### config.mk
export PLATFORM = sky130hd
export DESIGN_NAME = gvwm_mul
export DESIGN_NICKNAME = d
export VERILOG_FILES = /design/src/gvwm_pkg.sv /design/src/gvwm_mul.sv
export SDC_FILE = /design/constraint.sdc
export NUM_CORES = 2
export LEC_CHECK = 0
export BUFFER_PORTS_ARGS = -buffer_cell sky130_fd_sc_hd__buf_2
export CAP_MARGIN = 20
export CORE_MARGIN = 2
export CORE_UTILIZATION = 35
export CTS_BUF_LIST = sky130_fd_sc_hd__clkbuf_4
export DETAILED_ROUTE_END_ITERATION = 10
export PLACE_DENSITY = 0.56
export RECOVER_POWER = 25
export REMOVE_ABC_BUFFERS = 1
export SLEW_MARGIN = 20
export SYNTH_ARGS = -nofsm -noshare
export SYNTH_HDL_FRONTEND = slang
export SYNTH_SLANG_ARGS = --single-unit
export TNS_END_PERCENT = 100
### constraint.sdc
create_clock -name clk -period 7.6 [get_ports clk]
set_clock_uncertainty 0.1 [all_clocks]
set_input_delay 0.38 -clock clk [delete_from_list [all_inputs] [get_ports clk]]
set_output_delay 0.38 -clock clk [all_outputs]
set_load 0.02 [all_outputs]
### src/gvwm_pkg.sv
// Package for the grid vertex weld map: opcodes, status codes, hash constants.
// No dependencies.
`timescale 1ns / 1ps
`default_nettype none
package gvwm_pkg;
  localparam int MaxVertsDefault   = 1024;
  localparam int TableSlotsDefault = 1024;
  localparam logic [31:0] FnvBasis = 32'd2166136261;
  localparam logic [31:0] FnvPrime = 32'd16777619;
  localparam logic [31:0] InvTolReset = 32'd65536;

  localparam logic [1:0] OpClear  = 2'd0;
  localparam logic [1:0] OpWeld   = 2'd1;
  localparam logic [1:0] OpRemap  = 2'd2;
  localparam logic [1:0] OpUnused = 2'd3;

  localparam logic [1:0] StOk       = 2'd0;
  localparam logic [1:0] StCapacity = 2'd1;
  localparam logic [1:0] StUnwelded = 2'd2;

  // request into the shared multiplier
  typedef struct packed {
    logic        start;
    logic [31:0] a;
    logic [31:0] b;
  } mul_req_t;
endpackage
`default_nettype wire

### src/gvwm_mul.sv
// Shared registered 32x32 unsigned multiplier for the weld map sequencer.
// Depends on gvwm_pkg.
`timescale 1ns / 1ps
`default_nettype none
module gvwm_mul (
  input  wire logic             clk,
  input  wire gvwm_pkg::mul_req_t req,
  output logic [63:0]           product
);
  always_ff @(posedge clk) begin
    if (req.start) begin
      product <= {32'd0, req.a} * {32'd0, req.b};
    end
  end
endmodule
`default_nettype wire

==> impl_metrics.toml <==
[timing]
tightest_slew_ns = 3.89
report.final.slew_viol_count = 65
post-route-period-util_pct = 96.9
finalSetupTns_ns = 0
grt_setup_unrepaired = "no"
layout_setup_ws_ns = 0.239
fmax_mhz = 136
setup_viol = 0
hold_viol = 0
period_needed_ns = 7.36
max-slew-margin-rel_pct = -160

[die]
die_area_sq_um = 103000
die_w_microns = 322
io_pins = 130
initial_core_util_pct = 35.3
core_sq_um = 100000
rows = 116
die_y_microns = 322

[grt]
antenna_found_initial = 8
grt_max_degree = 65
overflow = 0
grt_pass1_vias = 28400
grt_first_pass_wirelength_mm = 160
grt_usage_pct = 20.0

[finish]
area.growth.synth_to_final_pct = 12.6
final_cell_mix = "fa_1 (896), inv_1 (865), and2_1 (602), nand2_1 (480), buf_4 (313)"
fin_cells = 5310
largest_reg_flops = 64
nets = 5228
fin_area_sq_um = 39700
regMostFlops = "product"
drive_above_1_share_pct = 12.4
reg_top3 = "product (64)"
mostFrequentLayoutCell = "fa_1"

[worst_setup_path]
critPathKind = "in -> reg"
crit_end = "product[59]$_DFFE_PP_"
worstSetupEndpointType = "flip-flop"
crit_start = "req[2]"
crit_arrival_ns = 7.53
start_kind = "primary input"
critPathMaxFanout = 17
required_ns = 7.77

[yosys]
synth-seq-cells = 64
synth-seq-area-share_pct = 5.44
syn_area_per_cell_sq_um = 9.42
synth_edf_count = 64
yosys_warnings = 0
syn_inst = 3748
ys.flop_type = "edfxtp_1"
ys_async_sr_fraction_pct = 0
synth_cell_types = 57
synth_area_sq_um = 35300

[run_status]
violations = "max-capacitance violations, max-slew violations"
status = "finished with violations"

[placement]
portBuffers = 129
placement.cell_area_sq_um = 39500
place_ws_ns = -0.390
hpwl_mm = 87.7
dp_cells = 5290
globalplace.congestion = 0.907

[detailed_routing]
drt_iter0_drc = 1275
wl_per_cell_microns = 18.5
ant_nets = 0
vias_per_cell = 4.79
vias = 25500
drt_wl_total_mm = 98.4
firstDrtPassIters = 5
drc = 0

[hold_path]
hp-class = "in -> reg"

[cts]
holdBufCountCts = 0
clock-sinks = 64
cts_tree = "built"
clockBufferDepth = 2
cts_max_level = 3
clk_pin_slew_worst_paths_ns = 0.13
cts_buffers = 9
cts_root_buf = "clkbuf_4"
cts_setup_buffers = 0

[flow_run]
cap_viol_max_count = 1
## synth_stat cells, drive strengths merged (3+ instances only)
cell type	count	area share (%)
a211oi	3	0.064
a21boi	3	0.064
a21o	40	0.85
a21oi	66	0.97
a221o	4	0.11
a221oi	4	0.25
a31oi	12	0.21
and2	602	11
and3	14	0.25
and4	3	0.074
buf	7	0.096
clkbuf	213	2.3
edfxtp	64	5.4
fa	896	51
ha	263	9.3
inv	865	9.2
nand2	480	5.1
nand3	10	0.14
nand4	23	0.41
nor2	20	0.21
nor3	7	0.099
o21a	9	0.19
o21ai	26	0.37
o21bai	11	0.24
o221ai	3	0.074
o31ai	5	0.22
or2	3	0.053
or3	3	0.053
or4	3	0.064
xnor2	35	0.87
xor2	25	0.62
## worst max-delay path: stages
cell      delay, ns
clkbuf_4       0.22
and2_1         0.22
fa_1           0.53
inv_1          0.05
fa_1           0.50
fa_1           0.46
fa_1           0.54
inv_1          0.06
fa_1           0.50
inv_1          0.05
fa_1           0.53
inv_1          0.05
fa_1           0.51
fa_1           0.47
ha_1           0.34
nand4_1        0.13
a2111o_1       0.30
a21o_1         0.24
a21oi_2        0.22
a31oi_1        0.17
buf_4          0.18
o31ai_4        0.29
buf_4          0.19
nand2_1        0.07
o211ai_1       0.21
xor2_1         0.09
## cell families (layout without fill, tap and decap cells)
group | Yosys count | count (layout) | share of synthesized area [%]
other cells | 0 | 4 | 0
simple gates | 1177 | 1177 | 17.3
compound gates | 202 | 202 | 4.08
mux | 1 | 1 | 0.0283
buf+inv | 1085 | 1345 | 11.6
flops | 64 | 64 | 5.44
fa+ha+maj | 1159 | 1159 | 60.1
xor+xnor | 60 | 60 | 1.49
## worst min-delay path by stage
| stage | startpoint | endpoint | slack [ns] | depth (start not counted) |
|---|---|---|---|---|
| global placement | product[29]$_DFFE_PP_ | product[29] | 0.72 | 1 |
| detailed placement | product[32]$_DFFE_PP_ | product[32] | 0.72 | 1 |
| CTS | req[32] | product[0]$_DFFE_PP_ | 0.44 | 2 |
| global route | req[32] | product[0]$_DFFE_PP_ | 0.46 | 2 |
| finish | req[32] | product[0]$_DFFE_PP_ | 0.50 | 2 |
| floorplan | req[64] | product[0]$_DFFE_PP_ | 0.39 | 0 |
## final cells by class
class	instances	area (sq um)
timing repair buffer	464	3430
fill	10100	60300
tap	1298	1620
multi-input combinational	2599	29300
sequential	64	1920
clock inverter	7	125
antenna	4	10.0
inverter	865	3250
clock buffer	9	67.6
## through the flow
| step | hold WS [ns] | util [%] |
|---|---|---|
| 2_1_floorplan | 0.392 | - |
| 3_3_place_gp | 0.722 | 39.5 |
| 3_5_place_dp | 0.721 | 39.5 |
| 4_1_cts | 0.440 | 39.7 |
| 5_1_grt | 0.464 | 39.7 |
| 6_report | 0.500 | 39.7 |
## layer usage
layer  track usage (%)  part of all wire (%)
met5                 0                 0.024
met4              4.06                   2.1
met3              2.40                   4.8
met2              34.1                    49
met1              27.4                    44
## repair_timing
action	CTS	global route
resized for setup	0	5
endpoints found under the hold margin	0	0
endpoints found under the setup margin	0	6
Power is left out: the tool's default activity adds up to more than one toggle a clock period on the data nets, which glitch-free logic cannot reach.
